**src/cdrs_pkg.sv**
```systemverilog
// shared types, codes and control structs of the dependency scoreboard
package cdrs_pkg;

	localparam logic [1:0] MODE_ADD = 2'd0;
	localparam logic [1:0] MODE_SEL = 2'd1;
	localparam logic [1:0] MODE_CMP = 2'd2;

	localparam logic [1:0] ST_OK   = 2'd0;
	localparam logic [1:0] ST_OVF  = 2'd1;
	localparam logic [1:0] ST_NONE = 2'd2;
	localparam logic [1:0] ST_BAD  = 2'd3;

	localparam logic [1:0] PH_WAIT = 2'd0;
	localparam logic [1:0] PH_OUT  = 2'd1;
	localparam logic [1:0] PH_DONE = 2'd2;

	typedef struct packed {
		logic [1:0]  mode;
		logic [31:0] key_id;
		logic        key_is_write;
		logic        last_key;
		logic [5:0]  txn_index;
	} in_word_t;

	typedef struct packed {
		logic [1:0] status;
		logic [5:0] selected_txn;
		logic       all_done;
		logic [6:0] txn_count;
	} out_word_t;

	typedef enum logic [3:0] {
		S_IDLE,
		S_CL_ENT,
		S_CL_CHK,
		S_CL_KEY,
		S_CL_KCMP,
		S_CL_FIN,
		S_SL_IDX,
		S_SL_CHK,
		S_CP_N,
		S_CP_NCHK,
		S_CP_IDX,
		S_CP_CHK,
		S_CP_FIN,
		S_RESP
	} state_t;

	typedef struct packed {
		logic accept;
		logic cl_init;
		logic idx_clr;
		logic idx_inc;
		logic k_clr;
		logic k_inc;
		logic hit_set;
		logic cl_fin;
		logic sel_init;
		logic sel_wrap;
		logic sel_take;
		logic set_none;
		logic set_bad;
		logic cp_dec;
		logic cp_fin;
		logic rd_n;
		logic respond;
	} cmd_t;

	typedef struct packed {
		logic in_add;
		logic in_sel;
		logic in_cmp;
		logic in_close;
		logic in_bad;
		logic idx_end;
		logic skip;
		logic k_last;
		logic key_hit;
		logic wrap_now;
		logic scan_fail;
		logic ready_hit;
		logic phase_out;
		logic dec_ok;
		logic out_free;
	} sts_t;

endpackage

```
**src/cdrs_ctrl.sv**
```systemverilog
// sequencer state machine of the dependency scoreboard
module cdrs_ctrl (
	input  logic           clk,
	input  logic           arst_n,
	input  logic           in_valid,
	output logic           in_ready,
	input  cdrs_pkg::sts_t sts,
	output cdrs_pkg::cmd_t cmd
);
	import cdrs_pkg::*;

	state_t state_q, state_n;

	always_ff @(posedge clk or negedge arst_n) begin
		if (!arst_n) begin
			state_q <= S_IDLE;
		end else begin
			state_q <= state_n;
		end
	end

	always_comb begin
		state_n = state_q;
		unique case (state_q)
			S_IDLE: begin
				if (in_valid) begin
					if (sts.in_close) state_n = S_CL_ENT;
					else if (sts.in_sel) state_n = S_SL_IDX;
					else if (sts.in_cmp && !sts.in_bad) state_n = S_CP_N;
					else state_n = S_RESP;
				end
			end
			S_CL_ENT:  state_n = sts.idx_end ? S_CL_FIN : S_CL_CHK;
			S_CL_CHK:  state_n = sts.skip ? S_CL_ENT : S_CL_KEY;
			S_CL_KEY:  state_n = S_CL_KCMP;
			S_CL_KCMP: state_n = (sts.key_hit || sts.k_last) ? S_CL_ENT : S_CL_KEY;
			S_CL_FIN:  state_n = S_RESP;
			S_SL_IDX: begin
				if (sts.wrap_now) state_n = S_SL_IDX;
				else if (sts.scan_fail) state_n = S_RESP;
				else state_n = S_SL_CHK;
			end
			S_SL_CHK:  state_n = sts.ready_hit ? S_RESP : S_SL_IDX;
			S_CP_N:    state_n = S_CP_NCHK;
			S_CP_NCHK: state_n = sts.phase_out ? S_CP_IDX : S_RESP;
			S_CP_IDX:  state_n = sts.idx_end ? S_CP_FIN : S_CP_CHK;
			S_CP_CHK:  state_n = S_CP_IDX;
			S_CP_FIN:  state_n = S_RESP;
			S_RESP:    state_n = sts.out_free ? S_IDLE : S_RESP;
			default:   state_n = S_IDLE;
		endcase
	end

	always_comb begin
		cmd      = '0;
		in_ready = 1'b0;
		unique case (state_q)
			S_IDLE: begin
				in_ready   = 1'b1;
				cmd.accept = in_valid;
				if (in_valid) begin
					cmd.cl_init  = sts.in_close;
					cmd.idx_clr  = sts.in_close;
					cmd.sel_init = sts.in_sel;
				end
			end
			S_CL_ENT: ;
			S_CL_CHK: begin
				cmd.idx_inc = sts.skip;
				cmd.k_clr   = !sts.skip;
			end
			S_CL_KEY: ;
			S_CL_KCMP: begin
				cmd.hit_set = sts.key_hit;
				cmd.idx_inc = sts.key_hit || sts.k_last;
				cmd.k_inc   = !(sts.key_hit || sts.k_last);
			end
			S_CL_FIN: cmd.cl_fin = 1'b1;
			S_SL_IDX: begin
				cmd.sel_wrap = sts.wrap_now;
				cmd.set_none = !sts.wrap_now && sts.scan_fail;
			end
			S_SL_CHK: begin
				cmd.sel_take = sts.ready_hit;
				cmd.idx_inc  = !sts.ready_hit;
			end
			S_CP_N: cmd.rd_n = 1'b1;
			S_CP_NCHK: begin
				cmd.set_bad = !sts.phase_out;
				cmd.idx_clr = sts.phase_out;
			end
			S_CP_IDX: ;
			S_CP_CHK: begin
				cmd.cp_dec  = sts.dec_ok;
				cmd.idx_inc = 1'b1;
			end
			S_CP_FIN: cmd.cp_fin = 1'b1;
			S_RESP:   cmd.respond = sts.out_free;
			default: ;
		endcase
	end

endmodule

```
**config.mk**
```make
export PLATFORM = sky130hd
export DESIGN_NAME = cdrs_ctrl
export DESIGN_NICKNAME = d
export VERILOG_FILES = /design/src/cdrs_pkg.sv /design/src/cdrs_ctrl.sv
export SDC_FILE = /design/constraint.sdc
export NUM_CORES = 1
export LEC_CHECK = 0
export BUFFER_PORTS_ARGS = -buffer_cell sky130_fd_sc_hd__buf_2
export CAP_MARGIN = 10
export CORE_MARGIN = 2
export CORE_UTILIZATION = 42
export DETAILED_ROUTE_END_ITERATION = 8
export PLACE_DENSITY = 0.85
export SETUP_SLACK_MARGIN = 0.1
export SYNTH_ARGS = -nofsm -noshare
export SYNTH_HDL_FRONTEND = slang
export SYNTH_SLANG_ARGS = --single-unit
```
**constraint.sdc**
```tcl
create_clock -name clk -period 1.7 [get_ports clk]
set_input_delay 0 -clock clk [delete_from_list [all_inputs] [get_ports clk]]
set_output_delay 0 -clock clk [all_outputs]
set_load 0.05 [all_outputs]
```
==> summary.txt, run 1 <==
Run status
  • Status: finished, final reports clean

Cells and area
  • Synth-to-Final Area Change: 67.51%
  • Count of fill cells added during filler insertion: 100
  • Register bank with the most flops: state_q
  • Net count of the finished layout: 148
  • Antenna diode count: 0
  • Area occupied by multi-input gates: 529.3 sq um
  • Largest register FFs: 4
  • Regs by FF count: state_q x4
  • Fraction of final layout cells with drive strength greater than 1: 50.78%
  • Register area: 101.3 sq um

Pwr
  • Cell leakage power: 0.4631 nW
  • Worst supply voltage drop on vdd: 1.090 mV
  • Overall power consumption: 1.797 mW
  • Power density over the cells: 1797 mW/mm^2

Yosys
  • Number of enable flip-flop cells after synthesis: 0
  • Unique cell type count in the Yosys netlist: 39
  • Most area-consuming cells after synthesis: sky130_fd_sc_hd__dfrtp_1 17%, sky130_fd_sc_hd__nor2_1 6.9%, sky130_fd_sc_hd__nand2b_1 6.3%, sky130_fd_sc_hd__nor3_1 5.0%, sky130_fd_sc_hd__a21oi_1 4.2%
  • #FFs+latches synth: 4
  • Leading register cell type out of synthesis: sky130_fd_sc_hd__dfrtp_1
  • Sequential area share after synthesis: 16.77%
  • Synth Cell Area: 596.8 sq um
  • Most area-hungry cell type in the Yosys netlist: sky130_fd_sc_hd__dfrtp_1
  • YS warnings: 0
  • Avg Cell Area, Syn: 6.706 sq um
  • FFs w/ async S/R, synth: 100.0%
  • Share of Yosys cell area claimed by the top area cell type: 16.77%
  • Gate count after technology mapping: 89
  • Syn nets: 107

Die
  • I/O pin cnt: 36
  • Area of the die: 0.001738 sq mm
  • Overall die height: 41.70 microns
  • Core Area: 0.001318 sq mm
  • Initial cell density of the core: 45.30%
  • Placement row count: 13
  • Horizontal extent of the die: 41.70 microns

Setup path
  • Critical path capture point type: primary output
  • R2R Path Start: state_q[0]$_DFFE_PN0P_
  • Nature of the critical path startpoint: flop
  • Req. time, crit path: 1700 ps
  • Start-to-end type of the worst setup path: reg -> out
  • Data arrival at the endpoint of the critical path: 1680 ps
  • Origin of the worst setup path: state_q[0]$_DFFE_PN0P_
  • CP max FO: 5

Drt
  • Final WL: 1.914 mm
  • Drt via density: 5.874
  • Antenna viol nets, final: 0
  • Number of DRC violations after detailed routing: 0
  • Iter 0 DRT Violations: 25
  • Per-cell routed wire length: 13.38 microns
  • Number of iterations in the first detailed-routing pass: 4
  • Total via count in the routed design: 840

STA
  • Portion of the clock cycle consumed by the worst path in the final layout: 98.56%
  • Hold Fails Final Rpt: 0
  • Maximum clock frequency: 596.8 MHz
  • Relative slew margins: 74.82%
  • Final setup fails: 0
  • Min cycle time layout: 1676 ps
  • Slack of the critical path: 24.46 ps
  • Final count of pins violating max slew: 0
  • Setup repair after global routing missed its margin: yes
  • Worst Max-Slew Pin Slew: 375.4 ps
  • Fin Clk Skew: 1.012 ps

Global routing
  • Congestion Overflow GR: 0
  • Global-route wire length before repair: 3.146 mm
  • Via count of the first global-routing pass: 728
  • GRT Util Overall: 22.63%
  • Initial antenna violation count: 0
  • Largest net degree at the start of global routing: 17

Hold path
  • Path class of the lowest-slack min-delay path: in -> reg
  • Beginning of the worst hold path: sts[13]

CTS
  • Clock tree sinks: 4
  • Clock insertion delay at the later pin of the skew report: 240 ps
  • CTS root buffer: sky130_fd_sc_hd__clkbuf_4
  • CTS tree: done
  • CTS buffer count: 3
  • Clock slew at the register clock pins of the worst setup and hold paths: 40 ps
  • Buffers from clock root to sink, at most: 2
  • H-tree levels: 1

Place
  • Routability congestion estimate from global placement: 0.9067
  • Pre-CTS WS: 144.7 ps
  • Post-detailed-placement half-perimeter wirelength: 1.405 mm
  • Number of buffers added on ports: 34

Flow run
  • Count of max-cap constraint violations: 0
## timing repair
action	CTS	global route
hold endpoints to repair	4	0
endpoints found under the setup margin	8	16
hold buffers	1	0
buffers inserted	1	0
gates resized for setup	12	13
pin swaps	1	2
## cell families after synthesis
logic type             synth area share [%]
AOI/OAI and AO/OA                     31.45
and+or+nand+nor                       41.09
buffers and inverters                 10.69
DFF                                   16.77
## stage by stage
stage | cells | utilization [%] | area (sq um) | setup TNS (ps) | hold slack [ps]
after floorplan | 89 | - | 684.4 | -49.93 | -295.6
after global placement | 138 | 67.43 | 888.4 | 0 | -198.5
after detailed placement | 138 | 67.43 | 888.4 | 0 | -194.3
after CTS | 143 | 73.31 | 965.9 | 0 | 66.40
after global routing | 143 | 75.88 | 999.7 | -25.34 | 78.69
final | 143 | 75.88 | 999.7 | 0 | 70.37
## where the power goes
part | switching [mW] | total (mW) | internal [mW]
clock network | 0.0428 | 0.122 | 0.0792
logic | 0.933 | 1.48 | 0.551
registers | 0.0440 | 0.190 | 0.146
## per-layer routing
metal / up-vias / track usage (%) / part of all wire (%)
li1: 408 / - / -
met1: 377 / 29.68 / 43
met3: 5 / 7.826 / 8.7
met2: 50 / 35.31 / 47
met5: - / 0 / 0
met4: 0 / 5.806 / 1.3
## critical path, stage by stage (launching register included)
cell and delay (ps):
sky130_fd_sc_hd__dfrtp_1 360, sky130_fd_sc_hd__or4_4 580, sky130_fd_sc_hd__inv_8 80, sky130_fd_sc_hd__and3_4 180, sky130_fd_sc_hd__a41o_4 100, sky130_fd_sc_hd__buf_8 140
## synth_stat cells, drive strengths merged, types with 2 or more instances
cell,count
a211oi,2
a21oi,5
a31oi,4
and2,2
and3,3
buf,5
clkbuf,2
dfrtp,4
inv,7
nand2,6
nand2b,6
nand3,3
nor2,12
nor3,6
nor4b,2
o21ai,3
o22ai,2
## cell type report
type                       instances  share of cell area (%)
tap                               15                   1.877
clock buffer                       3                   2.253
inverter                           7                   3.379
multi-input combinational         71                   52.94
sequential                         4                   10.14
timing repair buffer              43                   29.41
## final timing paths
check,end,slack (ps),cells past startpoint
min in group asynchronous,state_q[2]$_DFFE_PN0P_,90,2
max in group asynchronous,state_q[3]$_DFFE_PN0P_,1480,2
max,cmd[14],20,5
min reg2reg,state_q[0]$_DFFE_PN0P_,740,2
max reg2reg,state_q[1]$_DFFE_PN0P_,140,5
min,state_q[1]$_DFFE_PN0P_,70,3
## placed cells by master (no fill, tap or decap), types with 2 or more instances in the layout
cell                       synthesis  routed
sky130_fd_sc_hd__o21ai_0           2       2
sky130_fd_sc_hd__nand2_1           6       6
sky130_fd_sc_hd__nand2b_1          6       4
sky130_fd_sc_hd__nand3_1           3       3
sky130_fd_sc_hd__buf_8             0       3
sky130_fd_sc_hd__buf_4             0      13
sky130_fd_sc_hd__buf_2             3      23
sky130_fd_sc_hd__nor3_2            0       4
sky130_fd_sc_hd__nor2_1           11      11
sky130_fd_sc_hd__a211oi_1          2       2
sky130_fd_sc_hd__a21oi_1           5       5
sky130_fd_sc_hd__nor4b_2           0       2
sky130_fd_sc_hd__a31oi_1           4       4
sky130_fd_sc_hd__clkbuf_4          0       5
sky130_fd_sc_hd__dfrtp_1           4       3
sky130_fd_sc_hd__inv_1             6       6
Power figures use the tool's default switching activity.
==> inputs of run 2 (changes only) <==
- CORE_MARGIN: 2 -> not set
- CORE_UTILIZATION: 42 -> 40
- PLACE_DENSITY: 0.85 -> 0.82
==> run 2 against run 1 <==
Register-to-register slack barely moved. Combinational power rose by 3%. Non-clock buffer count rose by 1. Die area fell by 5.1%. Sequential power barely moved. Clock skew rose by 5.7 ps. Critical path depth did not move. Maximum frequency fell by 0.73%. Setup slack got worse by 12 ps. First-iteration DRC count fell by 8.0%. Critical path type unchanged. Critical endpoint unchanged. Largest power group unchanged. Highest routed layer unchanged.
==> summary.txt, run 2 (same netlist as run 1, synthesis figures left out) <==
Run status
  • Status: finished, final reports clean

STA
  • Setup TNS after final layout: 0 ps (unchanged)
  • Maximum clock frequency: 592.4 MHz (-0.73%)
  • Worst Max-Slew Pin Slew: 367.8 ps (-7.655 ps)
  • Final count of pins violating max slew: 0 (unchanged)
  • Portion of the clock cycle consumed by the worst path in the final layout: 99.29% (+0.73 points)
  • Final setup fails: 0 (unchanged)
  • Fin Clk Skew: 6.675 ps (+5.662 ps)
  • Relative slew margins: 75.33% (+0.51 points)
  • Min cycle time layout: 1688 ps (+12.39 ps)
  • Setup repair after global routing missed its margin: yes
  • Hold Fails Final Rpt: 0 (unchanged)

Drt
  • Number of iterations in the first detailed-routing pass: 4 (unchanged)
  • Drt via density: 5.875 (about the same)
  • Per-cell routed wire length: 13.99 microns (+4.5%)
  • Number of DRC violations after detailed routing: 0 (unchanged)
  • Total via count in the routed design: 846 (+0.71%)
  • Antenna viol nets, final: 0 (unchanged)
  • Final WL: 2.014 mm (+5.2%)
  • Iter 0 DRT Violations: 23 (-8.0%)

Setup path
  • Nature of the critical path startpoint: flop
  • Req. time, crit path: 1700 ps (about the same)
  • Start-to-end type of the worst setup path: reg -> out
  • Longest individual stage delay on the worst path: 600 ps (+20 ps)
  • CP max FO: 5 (unchanged)
  • Critical Path Slowest Stage Cell: sky130_fd_sc_hd__or4_4
  • Cell class contributing the biggest share of worst-path delay: simple AND/OR/NAND/NOR gates
  • Data arrival at the endpoint of the critical path: 1690 ps (about the same)
  • Crit-path cells: or4_4 -> inv_8 -> and3_4 -> a41o_4 -> buf_8
  • Buffers & Inverters on Critical Path: 2 (unchanged)
  • Critical path capture point type: primary output

Die
  • Placement row count: 13 (unchanged)
  • Horizontal extent of the die: 40.63 microns (-2.6%)
  • I/O pin cnt: 36 (unchanged)
  • Initial cell density of the core: 44.21% (-1.1 points)
  • Core Area: 0.001350 sq mm (+2.5%)
  • Area of the die: 0.001650 sq mm (-5.1%)
  • Overall die height: 40.63 microns (-2.6%)

Global routing
  • Largest net degree at the start of global routing: 20 (+3)
  • Global-route wire length before repair: 2.822 mm (-10%)
  • Congestion Overflow GR: 0 (unchanged)
  • Initial antenna violation count: 0 (unchanged)
  • GRT Util Overall: 24.97% (+2.3 points)
  • Via count of the first global-routing pass: 689 (-5.4%)

Place
  • Number of buffers added on ports: 34 (unchanged)
  • Post-detailed-placement half-perimeter wirelength: 1.387 mm (-1.2%)
  • Routability congestion estimate from global placement: 0.8320 (-8.2%)

CTS
  • Clock tree sinks: 4 (unchanged)
  • Clock insertion delay at the later pin of the skew report: 240 ps (about the same)
  • CTS buffer count: 3 (unchanged)
  • Buffers from clock root to sink, at most: 2 (unchanged)
  • Clock slew at the register clock pins of the worst setup and hold paths: 40 ps (about the same)
  • CTS root buffer: sky130_fd_sc_hd__clkbuf_4
  • CTS tree: done
  • H-tree levels: 1 (unchanged)

Cells and area
  • Synth-to-Final Area Change: 68.97%
  • Regs by FF count: state_q x4
  • Fraction of final layout cells with drive strength greater than 1: 52.71% (+1.9 points)
  • Post-layout util: 74.70% (-1.2 points)
  • Largest register FFs: 4 (unchanged)
  • Net count of the finished layout: 149 (+0.68%)
  • Register bank with the most flops: state_q
  • Count of fill cells added during filler insertion: 107 (+7.0%)
  • Most common library cell in the layout ignoring fill and taps: sky130_fd_sc_hd__buf_2
  • Most frequent cells in the layout: 24 x sky130_fd_sc_hd__buf_2, 13 x sky130_fd_sc_hd__buf_4, 11 x sky130_fd_sc_hd__nor2_1, 6 x sky130_fd_sc_hd__nand2_1
  • Antenna diode count: 0 (unchanged)

Hold path
  • Path class of the lowest-slack min-delay path: in -> reg

Pwr
  • Worst supply voltage drop on vdd: 1.343 mV (+23%)
  • Power density over the cells: 1823 mW/mm^2 (+1.4%)
  • Cell leakage power: 0.4685 nW (+1.2%)

Flow run
  • Count of max-cap constraint violations: 0 (unchanged)
[run 2: changes by cell type in the layout (fill, tap and decap cells not counted)]
cell,change
sky130_fd_sc_hd__buf_6,+1
sky130_fd_sc_hd__clkbuf_4,-1
sky130_fd_sc_hd__nor2_4,-1
sky130_fd_sc_hd__nor3_1,-1
sky130_fd_sc_hd__nor2_2,+1
sky130_fd_sc_hd__nor3_2,+1
sky130_fd_sc_hd__inv_1,-1
sky130_fd_sc_hd__inv_2,+1
sky130_fd_sc_hd__buf_2,+1
[run 2: path summary, 6_finish.rpt]
kind                                   startpoint                     end  slack, ps  cells past startpoint
max                        state_q[0]$_DFFE_PN0P_                 cmd[14]         10                      5
min                                       sts[13]  state_q[1]$_DFFE_PN0P_         60                      3
max reg2reg                state_q[0]$_DFFE_PN0P_  state_q[3]$_DFFE_PN0P_        140                      5
min reg2reg                state_q[0]$_DFFE_PN0P_  state_q[0]$_DFFE_PN0P_        770                      4
max in group asynchronous                  arst_n  state_q[3]$_DFFE_PN0P_       1470                      2
min in group asynchronous                  arst_n  state_q[1]$_DFFE_PN0P_         90                      2
[run 2: per-layer routing]
metal / global-route usage, % / vias to the layer above / routed length (microns)
li1: - / 407 / -
met1: 28.57 / 390 / 843
met2: 48.02 / 47 / 998
met3: 2.717 / 2 / 157
met4: 6.667 / 0 / 15
met5: 0 / - / 0
[run 2: worst reg2reg max path: stages (launching register included)]
cell and delay (ps):
sky130_fd_sc_hd__dfrtp_1 360, sky130_fd_sc_hd__buf_4 210, sky130_fd_sc_hd__o21ai_0 260, sky130_fd_sc_hd__a211oi_1 120
sky130_fd_sc_hd__a2111oi_1 400, sky130_fd_sc_hd__nor2_1 80
[run 2: power by group]
part	internal, mW	switching, mW	total, mW
Clock	0.0791	0.0411	0.120
Sequential	0.146	0.0435	0.190
Combinational	0.566	0.962	1.53
[run 2: layout make-up]
class	count	area, sq um	share of cell area (%)
timing repair buffer	44	302.8	30.02
sequential	4	101.3	10.05
tap	15	18.77	1.861
clock buffer	3	22.52	2.233
inverter	7	33.78	3.350
multi-input combinational	71	529.3	52.48
[run 2: repair_timing]
item,in CTS,in global routing
setup buffers,0,3
cloned,0,0
hold buffers,1,0
resized for setup,16,10
pin swaps,1,1
endpoints found under the setup margin,9,12
hold endpoints to repair,4,0
[run 2: through the flow]
| stage | hold slack (ps) | setup slack, ps | std cells | cell area (sq um) | power [mW] |
|---|---|---|---|---|---|
| 2_1_floorplan | -295.6 | -42.53 | 89 | 684.4 | 1.230 |
| 3_3_place_gp | -198.7 | 165.8 | 137 | 880.8 | 1.488 |
| 3_5_place_dp | -192.4 | 139.3 | 137 | 880.8 | 1.513 |
| 4_1_cts | 53.58 | -4.371 | 141 | 960.9 | 1.707 |
| 5_1_grt | 72.37 | -24.55 | 144 | 1008 | 1.956 |
| 6_report | 55.89 | 12.07 | 144 | 1008 | 1.839 |
==> inputs of run 3 (changes only) <==
- RECOVER_POWER: not set -> 50
==> run 3 against run 2 <==
Clock power barely moved. Wire length barely moved. Setup slack got worse by 1.4 ps. Register-to-register slack about the same. Cell count unchanged. Via count decreased by 0.83%. Sequential share of layout area up 0.063 points. Combinational power hardly changed. Maximum frequency about the same. Global-route usage unchanged. Total power is 0.10% lower. Flip-flop and latch count is the same. Critical path type unchanged. Largest power group unchanged. Highest routed layer unchanged.
==> summary.txt, run 3 (same netlist as run 1, synthesis figures left out) <==
Drt
  • Iter 0 DRT Violations: 23 (unchanged)
  • Final WL: 2.016 mm (about the same)
  • Number of iterations in the first detailed-routing pass: 4 (unchanged)
  • Number of DRC violations after detailed routing: 0 (unchanged)
  • Total via count in the routed design: 839 (-0.83%)
  • Per-cell routed wire length: 14.00 microns (about the same)
  • Drt via density: 5.826 (-0.83%)
  • Antenna viol nets, final: 0 (unchanged)

Cells and area
  • Most frequent cells in the layout: 18 x sky130_fd_sc_hd__buf_2, 11 x sky130_fd_sc_hd__nor2_1, 11 x sky130_fd_sc_hd__buf_4, 7 x sky130_fd_sc_hd__clkbuf_2, 6 x sky130_fd_sc_hd__nand2_1
  • Fraction of final layout cells with drive strength greater than 1: 51.94% (-0.78 points)
  • Regs by FF count: state_q x4
  • Register bank with the most flops: state_q
  • Largest register FFs: 4 (unchanged)
  • Antenna diode count: 0 (unchanged)
  • Most common library cell in the layout ignoring fill and taps: sky130_fd_sc_hd__buf_2
  • Net count of the finished layout: 149 (unchanged)
  • Synth-to-Final Area Change: 67.92%

Place
  • Number of buffers added on ports: 34 (unchanged)
  • Routability congestion estimate from global placement: 0.8320 (unchanged)
  • Post-detailed-placement half-perimeter wirelength: 1.387 mm (unchanged)

Die
  • Core Area: 0.001350 sq mm (unchanged)
  • Overall die height: 40.63 microns (unchanged)
  • I/O pin cnt: 36 (unchanged)
  • Placement row count: 13 (unchanged)
  • Area of the die: 0.001650 sq mm (unchanged)
  • Initial cell density of the core: 44.21% (unchanged)
  • Horizontal extent of the die: 40.63 microns (unchanged)

Flow run
  • Count of max-cap constraint violations: 0 (unchanged)

Pwr
  • Power density over the cells: 1833 mW/mm^2 (+0.52%)
  • Part of the power in registers: 10.3% (about the same)
  • Part of the power in the clock network: 6.6% (about the same)
  • Internal power of the cells: 789.2 uW (-0.35%)
  • Cell leakage power: 0.4600 nW (-1.8%)
  • Switching component of the power: 1.048 mW (about the same)
  • Overall power consumption: 1.837 mW (-0.10%)
  • Switching share of total power: 57.03% (+0.10 points)
  • Comb pwr share: 83.1% (about the same)
  • Worst supply voltage drop on vdd: 1.341 mV (-0.14%)

Setup path
  • CP max FO: 5 (unchanged)
  • Nature of the critical path startpoint: flop
  • R2R Path Start: state_q[0]$_DFFE_PN0P_
  • Start-to-end type of the worst setup path: reg -> out
  • Req. time, crit path: 1700 ps (about the same)
  • Data arrival at the endpoint of the critical path: 1690 ps (about the same)
  • Reg-to-reg slack, setup: 140 ps (about the same)
  • Critical path capture point type: primary output
  • Origin of the worst setup path: state_q[0]$_DFFE_PN0P_

STA
  • Fin Clk Skew: 6.662 ps (-0.01255 ps)
  • Final-layout worst hold slack: 54.70 ps (-1.194 ps)
  • Final count of pins violating max slew: 0 (unchanged)
  • Hold Fails Final Rpt: 0 (unchanged)
  • Portion of the clock cycle consumed by the worst path in the final layout: 99.37% (about the same)
  • Min cycle time layout: 1689 ps (+1.400 ps)
  • Maximum clock frequency: 592.0 MHz (about the same)
  • Relative slew margins: 75.80% (+0.47 points)
  • Final setup fails: 0 (unchanged)
  • Worst Max-Slew Pin Slew: 360.8 ps (-6.958 ps)
  • Setup repair after global routing missed its margin: yes

Global routing
  • Via count of the first global-routing pass: 689 (unchanged)
  • Global-route wire length before repair: 2.822 mm (unchanged)
  • Initial antenna violation count: 0 (unchanged)
  • Grt met3 use: 2.717% (unchanged)
  • Routing usage on met1: 28.57% (unchanged)
  • Met2 GRT Util: 48.02% (unchanged)
  • Largest net degree at the start of global routing: 20 (unchanged)
  • Busiest grt layer: met2
  • Congestion Overflow GR: 0 (unchanged)
  • GRT Util Overall: 24.97% (unchanged)

Hold path
  • Path class of the lowest-slack min-delay path: in -> reg
  • Beginning of the worst hold path: sts[13]

CTS
  • CTS buffer count: 3 (unchanged)
  • CTS tree: done
  • Clock slew at the register clock pins of the worst setup and hold paths: 40 ps (about the same)
  • Buffers from clock root to sink, at most: 2 (unchanged)
  • Clock tree sinks: 4 (unchanged)
  • Clock insertion delay at the later pin of the skew report: 240 ps (about the same)
  • CTS root buffer: sky130_fd_sc_hd__clkbuf_4
  • H-tree levels: 1 (unchanged)

Run status
  • Status: finished, final reports clean
run 3: critical path, cell delays in order (launching register included):
cell and delay [ps]:
sky130_fd_sc_hd__dfrtp_1 360, sky130_fd_sc_hd__or4_4 600, sky130_fd_sc_hd__inv_8 80, sky130_fd_sc_hd__and3_4 170
sky130_fd_sc_hd__a41o_4 90, sky130_fd_sc_hd__buf_8 140
run 3: final cells by class:
type                            instances  area (sq um)
Fill cell                             110         347.8
Clock buffer                            3         22.52
Timing Repair Buffer                   44         296.5
Tap cell                               15         18.77
Sequential cell                         4         101.3
Inverter                                7         33.78
Multi-Input combinational cell         71         529.3
run 3: timing repair:
action | 4_1_cts | 5_1_grt
endpoints found under the hold margin | 4 | 0
setup buffers | 0 | 3
gates resized for setup | 16 | 10
pin swaps | 1 | 1
setup endpoints to repair | 9 | 12
hold buffers | 1 | 0
run 3: per-layer routing:
metal	wire length (microns)	part of all wire, %	up-vias
met4	15	0.74	0
met3	158	7.8	2
met1	846	42	387
met5	0	0	-
met2	995	49	45
li1	-	-	405
run 3: power by group through the flow:
stage	Combinational (mW)	Clock (mW)	Sequential (mW)
3_3_place_gp	1.31	0	0.179
2_1_floorplan	1.06	0	0.173
6_report	1.53	0.121	0.189
5_1_grt	1.63	0.132	0.195
4_1_cts	1.40	0.122	0.183
3_5_place_dp	1.33	0	0.184
run 3: metrics by stage:
| step | util [%] | setup slack, ps | cells | setup TNS, ps | area, sq um |
|---|---|---|---|---|---|
| final | 74.24 | 10.67 | 144 | 0 | 1002 |
| after global routing | 74.24 | -24.55 | 144 | -24.55 | 1002 |
| after CTS | 71.18 | -4.371 | 141 | -4.371 | 960.9 |
| after detailed placement | 65.25 | 139.3 | 137 | 0 | 880.8 |
| after global placement | 65.25 | 165.8 | 137 | 0 | 880.8 |
| after floorplan | - | -42.53 | 89 | -49.93 | 684.4 |
run 3: path summary, 6_finish.rpt:
| check | end | depth (start not counted) |
|---|---|---|
| setup / recovery | cmd[14] | 5 |
| hold / removal | state_q[1]$_DFFE_PN0P_ | 3 |
| setup reg to reg | state_q[3]$_DFFE_PN0P_ | 5 |
| hold reg to reg | state_q[0]$_DFFE_PN0P_ | 4 |
| max in group asynchronous | state_q[3]$_DFFE_PN0P_ | 2 |
| min in group asynchronous | state_q[1]$_DFFE_PN0P_ | 2 |
